==> config.mk <==
export PLATFORM = sky130hd
export DESIGN_NAME = xorwow_ranged_random_generator_flat
export DESIGN_NICKNAME = d
export VERILOG_FILES = /design/src/design/xrrg_pkg.sv /design/src/design/xrrg_req_if.sv /design/src/design/xrrg_rsp_if.sv /design/src/design/xorwow_ranged_random_generator.sv /design/src/flat_wrapper.sv
export SDC_FILE = /design/constraint.sdc
export NUM_CORES = 1
export LEC_CHECK = 0
export BUFFER_PORTS_ARGS = -buffer_cell sky130_fd_sc_hd__buf_2
export CAP_MARGIN = 20
export CORE_ASPECT_RATIO = 0.75
export CORE_UTILIZATION = 55
export CTS_CLUSTER_DIAMETER = 120
export DETAILED_ROUTE_END_ITERATION = 7
export PLACE_DENSITY = 0.74
export SYNTH_ARGS = -nofsm -noshare
export SYNTH_HDL_FRONTEND = slang
export SYNTH_SLANG_ARGS = --single-unit
==> constraint.sdc <==
create_clock -name clock -period 4.4 [get_ports clock]
set_input_delay 0.22 -clock clock [delete_from_list [all_inputs] [get_ports clock]]
set_output_delay 0.22 -clock clock [all_outputs]
set_load 0.01 [all_outputs]
==> src/design/xrrg_pkg.sv <==
// ----------------------------------------------------------------------------
// xrrg_pkg: shared types and constants of the xorwow ranged generator
// Field widths, command codes, register indexes and seed reset values.
// ----------------------------------------------------------------------------
package xrrg_pkg;

   // field widths
   localparam int WORD_W = 32;
   localparam int CMD_W  = 3;
   localparam int THR_W  = WORD_W + 1;
   localparam int CSR_IDX_W = 2;

   typedef logic [WORD_W-1:0]    word_type;
   typedef logic [CMD_W-1:0]     cmd_type;
   typedef logic [THR_W-1:0]     thr_type;
   typedef logic [CSR_IDX_W-1:0] csr_idx_type;

   // request commands
   localparam cmd_type CMD_RESEED = 3'd0;
   localparam cmd_type CMD_RAW    = 3'd1;
   localparam cmd_type CMD_URANGE = 3'd2;
   localparam cmd_type CMD_SRANGE = 3'd3;
   localparam cmd_type CMD_CHANCE = 3'd4;

   // seed register indexes
   localparam csr_idx_type CSR_SEED_FIRST  = 2'd0;
   localparam csr_idx_type CSR_SEED_SECOND = 2'd1;
   localparam csr_idx_type CSR_SEED_THIRD  = 2'd2;
   localparam csr_idx_type CSR_SEED_FOURTH = 2'd3;

   // seed reset values
   localparam word_type SEED_FIRST_RST  = 32'd123456789;
   localparam word_type SEED_SECOND_RST = 32'd362436069;
   localparam word_type SEED_THIRD_RST  = 32'd521288629;
   localparam word_type SEED_FOURTH_RST = 32'd88675123;

   // weyl counter increment and sign bias for signed bound compare
   localparam word_type WEYL_STEP = 32'd362437;
   localparam word_type SIGN_BIT  = 32'h8000_0000;

endpackage

==> src/design/xrrg_req_if.sv <==
// ----------------------------------------------------------------------------
// xrrg_req_if: request channel of the xorwow ranged generator
// Valid/ready handshake carrying command, range bounds and chance threshold.
// ----------------------------------------------------------------------------
interface xrrg_req_if;
   import xrrg_pkg::*;

   logic     valid;
   logic     ready;
   cmd_type  command;
   word_type range_low;
   word_type range_high;
   thr_type  threshold;

   modport source (output valid, output command, output range_low,
                   output range_high, output threshold, input ready);
   modport sink   (input valid, input command, input range_low,
                   input range_high, input threshold, output ready);
endinterface

==> src/design/xrrg_rsp_if.sv <==
// ----------------------------------------------------------------------------
// xrrg_rsp_if: response channel of the xorwow ranged generator
// Valid/ready handshake carrying the result word and the chance hit flag.
// ----------------------------------------------------------------------------
interface xrrg_rsp_if;
   import xrrg_pkg::*;

   logic     valid;
   logic     ready;
   word_type value;
   logic     hit;

   modport source (output valid, output value, output hit, input ready);
   modport sink   (input valid, input value, input hit, output ready);
endinterface

==> src/design/xorwow_ranged_random_generator.sv <==
// ----------------------------------------------------------------------------
// xorwow_ranged_random_generator: xorwow generator with range and chance draws
// One request at a time; each request yields exactly one response.
// ----------------------------------------------------------------------------
// Each request passes from acceptance through the step state to the finish
// state, where the response register is loaded, except a range draw over a
// span that is neither a single value nor the full 32-bit range, which passes
// through the divide state: the remainder is worked out by one 33-bit
// subtract-and-compare unit, one quotient bit per cycle. The next request is taken
// as soon as the response register is loaded, even while that response still
// waits; a finished result waits only if the previous response is still held.
// Seed registers may be written at any time and take effect at the next
// reseed request. There is no clearing pass after reset.
module xorwow_ranged_random_generator (
   input  logic                  clock,
   input  logic                  reset,
   xrrg_req_if.sink              req_bus,
   xrrg_rsp_if.source            rsp_bus,
   input  logic                  csr_write_en,
   input  xrrg_pkg::csr_idx_type csr_index,
   input  xrrg_pkg::word_type    csr_data
);
   import xrrg_pkg::*;

   localparam int CNT_W = $clog2(WORD_W);

   // sequencer states
   localparam logic [1:0] ST_IDLE   = 2'd0;
   localparam logic [1:0] ST_STEP   = 2'd1;
   localparam logic [1:0] ST_DIV    = 2'd2;
   localparam logic [1:0] ST_FINISH = 2'd3;

   logic [1:0] state_ff, state_in;

   // seed registers
   word_type seed_first_ff, seed_second_ff, seed_third_ff, seed_fourth_ff;

   // generator state; weyl_ahead_ff holds the counter already stepped once
   word_type word_a_ff, word_b_ff, word_c_ff, word_d_ff, weyl_ahead_ff;
   word_type word_a_in, word_b_in, word_c_in, word_d_in, weyl_ahead_in;

   // request working registers
   cmd_type  cmd_ff, cmd_in;
   word_type lo_ff, lo_in, hi_ff, hi_in;
   thr_type  thr_ff, thr_in;
   word_type span_ff, span_in;
   word_type work_ff, work_in;
   word_type rem_ff, rem_in;
   word_type div_ff, div_in;
   logic     add_lo_ff, add_lo_in;
   logic [CNT_W-1:0] count_ff, count_in;

   // response register
   logic     rsp_valid_ff, rsp_valid_in;
   word_type rsp_value_ff, rsp_value_in;
   logic     rsp_hit_ff, rsp_hit_in;

   // bound ordering at request acceptance
   word_type bias;
   logic     swap;
   logic     req_fire;

   // xorwow step
   word_type t_shr, t_shl, t_new, draw;

   // range span of the ordered bounds, zero when it covers all 32 bits
   word_type span_calc;

   // shared divide unit
   logic [WORD_W:0] trial, diff;

   // finish stage
   word_type fin_value;
   logic     fin_hit;
   logic     rsp_free;

   assign req_bus.ready = (state_ff == ST_IDLE);
   assign req_fire      = req_bus.valid && (state_ff == ST_IDLE);

   assign rsp_bus.valid = rsp_valid_ff;
   assign rsp_bus.value = rsp_value_ff;
   assign rsp_bus.hit   = rsp_hit_ff;

   // signed bounds compare as unsigned after flipping the sign bit
   assign bias = (req_bus.command == CMD_SRANGE) ? SIGN_BIT : '0;
   assign swap = (req_bus.range_low ^ bias) > (req_bus.range_high ^ bias);

   // next word from current state
   assign t_shr = word_d_ff ^ (word_d_ff >> 2);
   assign t_shl = t_shr ^ (t_shr << 1);
   assign t_new = t_shl ^ word_a_ff ^ (word_a_ff << 4);
   assign draw  = t_new + weyl_ahead_ff;

   // span of the ordered bounds
   assign span_calc = hi_ff - lo_ff + 32'd1;

   // one restoring remainder step
   assign trial = {rem_ff, div_ff[WORD_W-1]};
   assign diff  = trial - {1'b0, span_ff};

   // result selection and chance compare
   assign fin_value = add_lo_ff ? (rem_ff + lo_ff) : work_ff;
   assign fin_hit   = (cmd_ff == CMD_CHANCE) && ({1'b0, work_ff} < thr_ff);
   assign rsp_free  = !rsp_valid_ff || rsp_bus.ready;

   // sequencer and datapath next values
   always_comb begin
      state_in      = state_ff;
      word_a_in     = word_a_ff;
      word_b_in     = word_b_ff;
      word_c_in     = word_c_ff;
      word_d_in     = word_d_ff;
      weyl_ahead_in = weyl_ahead_ff;
      cmd_in        = cmd_ff;
      lo_in         = lo_ff;
      hi_in         = hi_ff;
      thr_in        = thr_ff;
      span_in       = span_ff;
      work_in       = work_ff;
      rem_in        = rem_ff;
      div_in        = div_ff;
      add_lo_in     = add_lo_ff;
      count_in      = count_ff;
      rsp_valid_in  = rsp_valid_ff && !rsp_bus.ready;
      rsp_value_in  = rsp_value_ff;
      rsp_hit_in    = rsp_hit_ff;

      unique case (state_ff)
         ST_IDLE: begin
            if (req_fire) begin
               cmd_in   = req_bus.command;
               lo_in    = swap ? req_bus.range_high : req_bus.range_low;
               hi_in    = swap ? req_bus.range_low : req_bus.range_high;
               thr_in   = req_bus.threshold;
               state_in = ST_STEP;
            end
         end
         ST_STEP: begin
            work_in   = '0;
            add_lo_in = 1'b0;
            span_in   = span_calc;
            state_in  = ST_FINISH;
            case (cmd_ff) inside
               CMD_RESEED: begin
                  word_a_in     = seed_first_ff;
                  word_b_in     = seed_second_ff;
                  word_c_in     = seed_third_ff;
                  word_d_in     = seed_fourth_ff;
                  weyl_ahead_in = WEYL_STEP;
               end
               CMD_RAW, CMD_CHANCE: begin
                  word_a_in     = t_new;
                  word_b_in     = word_a_ff;
                  word_c_in     = word_b_ff;
                  word_d_in     = word_c_ff;
                  weyl_ahead_in = weyl_ahead_ff + WEYL_STEP;
                  work_in       = draw;
               end
               CMD_URANGE, CMD_SRANGE: begin
                  if (lo_ff == hi_ff) begin
                     // single-value range: no draw
                     work_in = lo_ff;
                  end else begin
                     word_a_in     = t_new;
                     word_b_in     = word_a_ff;
                     word_c_in     = word_b_ff;
                     word_d_in     = word_c_ff;
                     weyl_ahead_in = weyl_ahead_ff + WEYL_STEP;
                     work_in       = draw;
                     // full 32-bit span returns the raw draw
                     if (span_calc != '0) begin
                        div_in    = draw;
                        rem_in    = '0;
                        add_lo_in = 1'b1;
                        count_in  = CNT_W'(WORD_W - 1);
                        state_in  = ST_DIV;
                     end
                  end
               end
               default: begin
               end
            endcase
         end
         ST_DIV: begin
            rem_in   = diff[WORD_W] ? trial[WORD_W-1:0] : diff[WORD_W-1:0];
            div_in   = div_ff << 1;
            count_in = count_ff - 1'b1;
            if (count_ff == '0) begin
               state_in = ST_FINISH;
            end
         end
         ST_FINISH: begin
            if (rsp_free) begin
               rsp_valid_in = 1'b1;
               rsp_value_in = fin_value;
               rsp_hit_in   = fin_hit;
               state_in     = ST_IDLE;
            end
         end
         default: begin
            state_in = ST_IDLE;
         end
      endcase
   end

   // control and generator state
   always_ff @(posedge clock) begin
      if (reset) begin
         state_ff       <= ST_IDLE;
         rsp_valid_ff   <= 1'b0;
         seed_first_ff  <= SEED_FIRST_RST;
         seed_second_ff <= SEED_SECOND_RST;
         seed_third_ff  <= SEED_THIRD_RST;
         seed_fourth_ff <= SEED_FOURTH_RST;
         word_a_ff      <= SEED_FIRST_RST;
         word_b_ff      <= SEED_SECOND_RST;
         word_c_ff      <= SEED_THIRD_RST;
         word_d_ff      <= SEED_FOURTH_RST;
         weyl_ahead_ff  <= WEYL_STEP;
      end else begin
         state_ff      <= state_in;
         rsp_valid_ff  <= rsp_valid_in;
         word_a_ff     <= word_a_in;
         word_b_ff     <= word_b_in;
         word_c_ff     <= word_c_in;
         word_d_ff     <= word_d_in;
         weyl_ahead_ff <= weyl_ahead_in;
         if (csr_write_en) begin
            unique case (csr_index)
               CSR_SEED_FIRST:  seed_first_ff  <= csr_data;
               CSR_SEED_SECOND: seed_second_ff <= csr_data;
               CSR_SEED_THIRD:  seed_third_ff  <= csr_data;
               CSR_SEED_FOURTH: seed_fourth_ff <= csr_data;
               default: begin
               end
            endcase
         end
      end
   end

   // payload registers
   always_ff @(posedge clock) begin
      cmd_ff       <= cmd_in;
      lo_ff        <= lo_in;
      hi_ff        <= hi_in;
      thr_ff       <= thr_in;
      span_ff      <= span_in;
      work_ff      <= work_in;
      rem_ff       <= rem_in;
      div_ff       <= div_in;
      add_lo_ff    <= add_lo_in;
      count_ff     <= count_in;
      rsp_value_ff <= rsp_value_in;
      rsp_hit_ff   <= rsp_hit_in;
   end

   // remainder stays below the span while dividing
   assert property (@(posedge clock) disable iff (reset)
      (state_ff == ST_DIV) |-> (span_ff != '0) && (rem_ff < span_ff))
      else $error("remainder not below span during division");

   // ranged result only finishes with a reduced remainder
   assert property (@(posedge clock) disable iff (reset)
      (state_ff == ST_FINISH && add_lo_ff) |-> (rem_ff < span_ff))
      else $error("ranged result finishes with unreduced remainder");

   // division runs until its counter expires
   assert property (@(posedge clock) disable iff (reset)
      (state_ff == ST_DIV && count_ff != '0) |=> (state_ff == ST_DIV))
      else $error("division left early");

   // a response is only produced from the finish step
   assert property (@(posedge clock) disable iff (reset)
      $rose(rsp_valid_ff) |-> ($past(state_ff) == ST_FINISH))
      else $error("response raised outside finish step");

   // a held response is never overwritten
   assert property (@(posedge clock) disable iff (reset)
      (rsp_valid_ff && !rsp_bus.ready && state_ff == ST_FINISH) |=>
         (state_ff == ST_FINISH))
      else $error("finish step left while response still held");

endmodule

==> src/flat_wrapper.sv <==
// flat-port wrapper written by rule: the top's interface ports become plain ports
module xorwow_ranged_random_generator_flat import xrrg_pkg::*;
  (clock, reset, csr_write_en, csr_index, csr_data, req_bus_valid, req_bus_command, req_bus_range_low, req_bus_range_high, req_bus_threshold, req_bus_ready, rsp_bus_valid, rsp_bus_value, rsp_bus_hit, rsp_bus_ready);
  xrrg_req_if req_bus_i ();
  xrrg_rsp_if rsp_bus_i ();
  input  logic clock;
  input  logic reset;
  input  logic csr_write_en;
  input  xrrg_pkg::csr_idx_type csr_index;
  input  xrrg_pkg::word_type csr_data;
  input wire logic [$bits(req_bus_i.valid)-1:0] req_bus_valid;
  input wire logic [$bits(req_bus_i.command)-1:0] req_bus_command;
  input wire logic [$bits(req_bus_i.range_low)-1:0] req_bus_range_low;
  input wire logic [$bits(req_bus_i.range_high)-1:0] req_bus_range_high;
  input wire logic [$bits(req_bus_i.threshold)-1:0] req_bus_threshold;
  output wire logic [$bits(req_bus_i.ready)-1:0] req_bus_ready;
  output wire logic [$bits(rsp_bus_i.valid)-1:0] rsp_bus_valid;
  output wire logic [$bits(rsp_bus_i.value)-1:0] rsp_bus_value;
  output wire logic [$bits(rsp_bus_i.hit)-1:0] rsp_bus_hit;
  input wire logic [$bits(rsp_bus_i.ready)-1:0] rsp_bus_ready;
  assign req_bus_i.valid = req_bus_valid;
  assign req_bus_i.command = req_bus_command;
  assign req_bus_i.range_low = req_bus_range_low;
  assign req_bus_i.range_high = req_bus_range_high;
  assign req_bus_i.threshold = req_bus_threshold;
  assign req_bus_ready = req_bus_i.ready;
  assign rsp_bus_valid = rsp_bus_i.valid;
  assign rsp_bus_value = rsp_bus_i.value;
  assign rsp_bus_hit = rsp_bus_i.hit;
  assign rsp_bus_i.ready = rsp_bus_ready;
  xorwow_ranged_random_generator u_core (.clock(clock), .reset(reset), .req_bus(req_bus_i), .rsp_bus(rsp_bus_i), .csr_write_en(csr_write_en), .csr_index(csr_index), .csr_data(csr_data));
endmodule
* Yosys cells after proc, flatten, opt, wreduce, memory -nomap -nowiden
Cells that the tools add are included.
** Operators by class
- Mux-type cells :: 58
- $lt $le $gt $ge :: 2
- Add/sub/neg operators :: 7
- Bitwise logic cells :: 7
- Equal/unequal tests :: 21
- Reductions and logical operators :: 25
** Operator list (number)
- $mux 32 :: 38
- $xor 32x32->32 :: 5
- $pmux 32 s2 :: 2
- $add 32x32->32 :: 2
- $lt 32x33->1 :: 1
- $sub 33x32->33 :: 1
- $add 32x1->32 const B :: 1
- $add 32x19->32 const B :: 1
- $eq 32x32->1 :: 1
- $gt 32x32->1 :: 1
- $reduce_bool 32->1 :: 1
- $sub 32x32->32 :: 1
- $xor 32x30->32 :: 1
- $mux 5 :: 5
- $mux 2 :: 7
- $reduce_and 2->1 :: 6
- $ne 2x1->1 const B :: 5
- $pmux 5 s2 :: 1
- $eq 3x2->1 const B :: 3
- $eq 2x2->1 const B :: 4
- $pmux 2 s4 :: 1
- $ne 2x2->1 const B :: 3
- $reduce_and 3->1 :: 2
- $reduce_and 6->1 :: 1
- 17 further kinds :: 26
** Storage, ports and cells
- Register bits after elaboration :: 558
- Word-level logic and storage cells :: 143
- Input port bits :: 139
- Output and inout port bits :: 35

* Depth between registers and ports, before layout
- Word-level depth :: 11
- Mapped depth :: 15
- Depth with buffers taken out :: 15

* Worst setup path before layout
OpenSTA, ideal clock, no wires.
- Path type :: register to register
- From :: register u_core.lo_ff[1]
- To :: register u_core.count_ff[0] (enable)
- Setup time :: 0.340 ns
- Buffers on the path :: 0
- Clock period less this slack :: 4.114 ns
- Arrival :: 3.774 ns
- Slack :: 0.286 ns
- Required time :: 4.060 ns
- Cell stages (with the launch flop) :: 14
- Cell sequence :: edfxtp_1 ha_1 inv_1 ha_1 fa_1 a211oi_1 o21ai_1 a31o_1 a21oi_1 xnor2_1 or4_1 nor4_1 a31oi_1 mux2_4
** On the way
- Longest elaborated chain between the ends :: 5
- Elaborated cells between the ends (all ways) :: 7
- Those cells by class :: 2 x add/sub; 3 x eq/ne; 2 x reduce/logical
** Ends and longest elaborated chain
- from (decl) :: line xorwow_ranged_random_generator.sv:44 : word_type lo_ff, lo_in, hi_ff, hi_in;
- from (signal assigned) :: line xorwow_ranged_random_generator.sv:244 : lo_ff <= lo_in;
- $sub 32x32->32 :: line xorwow_ranged_random_generator.sv:95 : assign span_calc = hi_ff - lo_ff + 32'd1;
- $add 32x1->32 :: line xorwow_ranged_random_generator.sv:95
- named net u_core.span_calc[15] :: line xorwow_ranged_random_generator.sv:67 : word_type span_calc;
- $reduce_bool 32->1 :: line xorwow_ranged_random_generator.sv:171 : if (span_calc != '0) begin
- $ne 2x1->1 (no line)
- $reduce_and 6->1 (no line)
- to (signal assigned) :: line xorwow_ranged_random_generator.sv:252 : count_ff <= count_in;
- to (decl) :: line xorwow_ranged_random_generator.sv:51 : logic [CNT_W-1:0] count_ff, count_in;
The timed path passes the listed nets, and every way through them passes these cells.
A chain may end at the register's enable or synchronous reset.

* Worst setup path in the final report
- From :: register u_core.lo_ff[14]
- To :: register u_core.div_ff[26] (enable)
** On the way
- Longest elaborated chain between the ends :: 5
- Elaborated cells between the ends (all ways) :: 7
- Those cells by class :: 2 x add/sub; 3 x eq/ne; 2 x reduce/logical
** Ends and longest elaborated chain
- $sub 32x32->32 :: line xorwow_ranged_random_generator.sv:95
- $add 32x1->32 :: line xorwow_ranged_random_generator.sv:95
- named net u_core.span_calc[29] :: line xorwow_ranged_random_generator.sv:67
- $reduce_bool 32->1 :: line xorwow_ranged_random_generator.sv:171
- $ne 2x1->1 (no line)
- $reduce_and 6->1 (no line)
- to (signal assigned) :: line xorwow_ranged_random_generator.sv:250 : div_ff <= div_in;
- to (decl) :: line xorwow_ranged_random_generator.sv:49 : word_type div_ff, div_in;
The timed path passes the listed nets, and every way through them passes these cells.

==> out/summary.md <==
The flow ran to the end, and the final reports show no timing, DRC or antenna violations. In the routed design, unresolved DRC markers number 0. Peak clock frequency supported by timing: 236 MHz.

The run gives 0 as the residual overflow from global routing. In this run the most critical hold path is launched from req_bus_range_high[16]. After synthesis the netlist holds a flip-flop and latch count of 558.

Count of routing violations after the opening detailed-route iteration: 2699. In this run the power spent charging and discharging nets is 0.0132 W. The slew at the pin with the worst max-slew slack is 1.12 ns, and the total length of routed met2 wires is 39400 um.

The maximum number of pins on one net before global-route repair was 129; the area added between synthesis and finish was 17.1%. Setup repair after global routing left no endpoint under its margin. The routed design has 94200 um of wire. The worst reg2reg path depth is 16, and the maximum vdd ir drop is 0.000552 V.

In this run the deepest clock path goes through 3 buffers. The post-synthesis instance area is 0.0320 mm^2. In this run the clock root is driven by a sky130_fd_sc_hd__clkbuf_16.

The run gives 0.0628 ns as the placement-stage worst setup slack. Along the worst path, the maximum fanout reaches 36. STA classifies the critical path startpoint as a flip-flop. The die is 281 um wide.

TritonCTS built the clock tree. The tools report the endpoint of the worst-slack reg-to-reg timing path as u_core.div_ff[26]. The count of antenna-violating nets left after detailed routing was 0. The tools report the launch point of the worst reg-to-reg path as u_core.lo_ff[14].

The critical path goes through inv_1 -> ha_1 -> ha_1 -> and4_1 -> and2_1 -> nand4b_1 -> a31oi_2 -> o22ai_2 -> buf_4 -> buf_4 -> o31ai_2 -> xnor2_1 -> nor4_2 -> a31oi_1 -> mux2_4 -> buf_12. The sequential fraction of design power was 28.5%. The final number of max-transition violations is 0. The routed wirelength normalized by instance count is 20.4 um.

Routed signal wires occupy layers up through met4. The full die area came out at 0.0592 mm^2. Clock-pin slew was measured on the worst setup and hold paths at 0.06 ns.

Across all layers, the routed design uses 27100 vias. The leading cell type in the layout, fill and taps excluded was sky130_fd_sc_hd__nand2_1. The critical path is of the reg2reg type. Buffers inserted during clock tree synthesis total 55.

Data on the critical path arrives at its endpoint at 4.55 ns. Synthesis produced a netlist with a net count of 3866. Counting instances, the worst hold path has a depth of 2.

After routing, the total negative slack on setup checks comes to 0 ns. STA classifies the critical path endpoint as a flip-flop. The share of post-route cells with drive strength above 1 was 12.5%; the number of cells produced by synthesis was 3500. The largest individual stage delay along the critical path comes from the cell sky130_fd_sc_hd__edfxtp_1. The tools report the required arrival time at the worst endpoint as 4.70 ns. The run gives 55.7% as the fraction of power consumed by combinational cells.

The total power divided by cell area was 807 mW/mm^2; the final critical delay including setup and external delays was 4.24 ns. The register with the most flip-flops in the layout has 33 of them. The sequential-to-total area share from yosys stat is 43.2%, and the maximum level of the CTS H-tree is 2. In the synthesized netlist the dominant register cell turns out to be sky130_fd_sc_hd__dfxtp_1. Headroom to the max-slew limit came out at 25.0%. For the total power, the log shows 0.0302 W.

The first global-routing pass estimated 145000 um of wire. The run gives 79 as the distinct cell type count of the synthesized netlist. The tools report the number of top-level pins as 174. The number of nets in the layout is 4159. The logs give 6 for the first-pass iteration count of the detailed router and 0.63 ns for the latest clock arrival within the worst-skew pair. The initial antenna violation count is 2, and the number of warning messages in the yosys log is 0. In the post-route analysis, the smallest setup slack over all paths is 0.155 ns.

The hold violation total from the final report was 0; the number of setup violations in the final report was 0. Net switching is 43.8% of the power. The number of synthesized flops with an enable pin was 267; the total number of placement rows was 76. Summed over all nets, the half-perimeter wirelength after detailed placement is 66400 um.

The largest incremental delay on the critical path works out to 0.45 ns. The critical path starts at u_core.lo_ff[14]. For this block, wires on met1 add up to 43600 um. Summed over all nets, wire length on met3 after detailed routing comes to 9410 um. Internal power comes to 0.0170 W. Routability-driven placement finished with a final weighted congestion of 1.00. The post-route clock period utilization was 96.5%. The tools report the worst min-delay path endpoint as u_core.hi_ff[16]. After floorplanning, the core was sized to cover 0.0574 mm^2. The type of the most critical hold path is in2reg. For the via count of the first global-routing pass, the log shows 25100.

The register with the most flip-flops was u_core.thr_ff. The total of max-cap violations is 0, and the die outline height is 211 um. The async set-or-reset flop fraction in the synthesized netlist came out at 0%. The number of vias per cell after detailed routing came out at 5.86.

Once the floorplan was initialized, standard cells occupied 55.7% of the core. The average instance area after synthesis is 9.15 um^2, and the number of sinks driven by the clock tree is 558. Global routing consumed, over all layers together, 31.5% of the routing resources.

The top cell types in the final layout, fill and taps aside, are sky130_fd_sc_hd__nand2_1, sky130_fd_sc_hd__nor2_1, sky130_fd_sc_hd__dfxtp_1, sky130_fd_sc_hd__edfxtp_1, sky130_fd_sc_hd__a21oi_1. The clock arrives with 0.0182 ns of skew. For this design the static power due to leakage is 15.3 nW.

In this run, the clock network consumes 15.8% of the power. The total inserted antenna cells was 0. Setup slack on the worst reg-to-reg path comes out at 0.16 ns. The number of input and output port buffers inserted works out to 173.
[worst max-delay path, delay by kind of cell, from the launching register on]
family	cells	cell delay [ns]
AND/OR/NAND/NOR	4	0.71
adder cells (fa/ha/maj)	2	0.64
flip-flops	1	0.45
buffers and inverters	4	0.70
XOR/XNOR	1	0.23
multiplexers	1	0.26
AO/OA/AOI/OAI	4	0.92
[power groups by stage]
stage                     logic [W]  clock network, W  registers (W)
after detailed placement     0.0162                 0        0.00866
final                        0.0168           0.00478        0.00861
after CTS                    0.0165           0.00484        0.00857
after global placement       0.0160                 0        0.00864
after floorplan              0.0117                 0        0.00825
after global routing         0.0184           0.00506        0.00872
[routing by layer]
metal  vias up  global-route usage, %
met5         -                      0
met4         0                   7.35
met3       123                   6.16
met2      1090                   45.5
met1     12900                   48.1
li1      13000                      -
[cells in the mapped netlist (47+ instances only)]
library cell               number  area (um^2)
sky130_fd_sc_hd__nand2_1      599         2250
sky130_fd_sc_hd__nor2_1       315         1180
sky130_fd_sc_hd__dfxtp_1      291         5830
sky130_fd_sc_hd__edfxtp_1     267         8020
sky130_fd_sc_hd__a21oi_1      233         1170
sky130_fd_sc_hd__ha_1         223         2790
sky130_fd_sc_hd__inv_1        190          713
sky130_fd_sc_hd__xnor2_1      163         1430
sky130_fd_sc_hd__clkbuf_1     143          537
sky130_fd_sc_hd__o21ai_0      130          651
sky130_fd_sc_hd__mux2_2        89         1000
sky130_fd_sc_hd__xor2_1        85          744
sky130_fd_sc_hd__nand3b_1      67          503
sky130_fd_sc_hd__a311oi_1      58          508
sky130_fd_sc_hd__nand3_1       52          260
sky130_fd_sc_hd__a21o_1        47          353
[worst max-delay path by stage]
| stage | cells after the start | end |
|---|---|---|
| global route | 16 | u_core.rem_ff[17] |
| floorplan | 13 | u_core.count_ff[0] |
| CTS | 15 | u_core.div_ff[26] |
| finish | 16 | u_core.div_ff[26] |
| detailed placement | 15 | u_core.rem_ff[13] |
| global placement | 15 | u_core.count_ff[4] |
[what timing repair did]
item | CTS | global route
buffers inserted | 0 | 4
endpoints found under the hold margin | 222 | 0
setup endpoints to repair | 0 | 79
hold buffers | 155 | 0
resized for setup | 0 | 26
[per-stage QoR]
stage               hold WS (ns)  util (%)  cell area, um^2  instances
floorplan                  0.319         -            32000       3500
global placement           0.398      59.1            34000       4357
detailed placement         0.398      59.1            34000       4357
CTS                     0.000998      65.0            37300       4613
global route              0.0206      65.3            37500       4617
finish                    0.0442      65.3            37500       4617
[cell families (layout without fill, tap and decap cells)]
| logic type | Yosys count | after routing | share of synthesized area (%) |
|---|---|---|---|
| mux | 119 | 119 | 4.08 |
| buf+inv | 352 | 689 | 4.21 |
| simple gates | 1280 | 1280 | 18.0 |
| xor+xnor | 248 | 248 | 6.79 |
| compound gates | 716 | 716 | 14.7 |
| flops | 558 | 558 | 43.2 |
| fa+ha+maj | 227 | 227 | 8.97 |
[area by class of cell]
class | instances | area [um^2]
timing repair buffer | 398 | 3070
sequential | 558 | 13800
tap | 780 | 976
multi-input combinational | 2590 | 17100
fill | 4737 | 20000
clock buffer | 73 | 1570
clock inverter | 28 | 248
inverter | 190 | 713
Note: power is estimated with default switching activity, not from simulation.
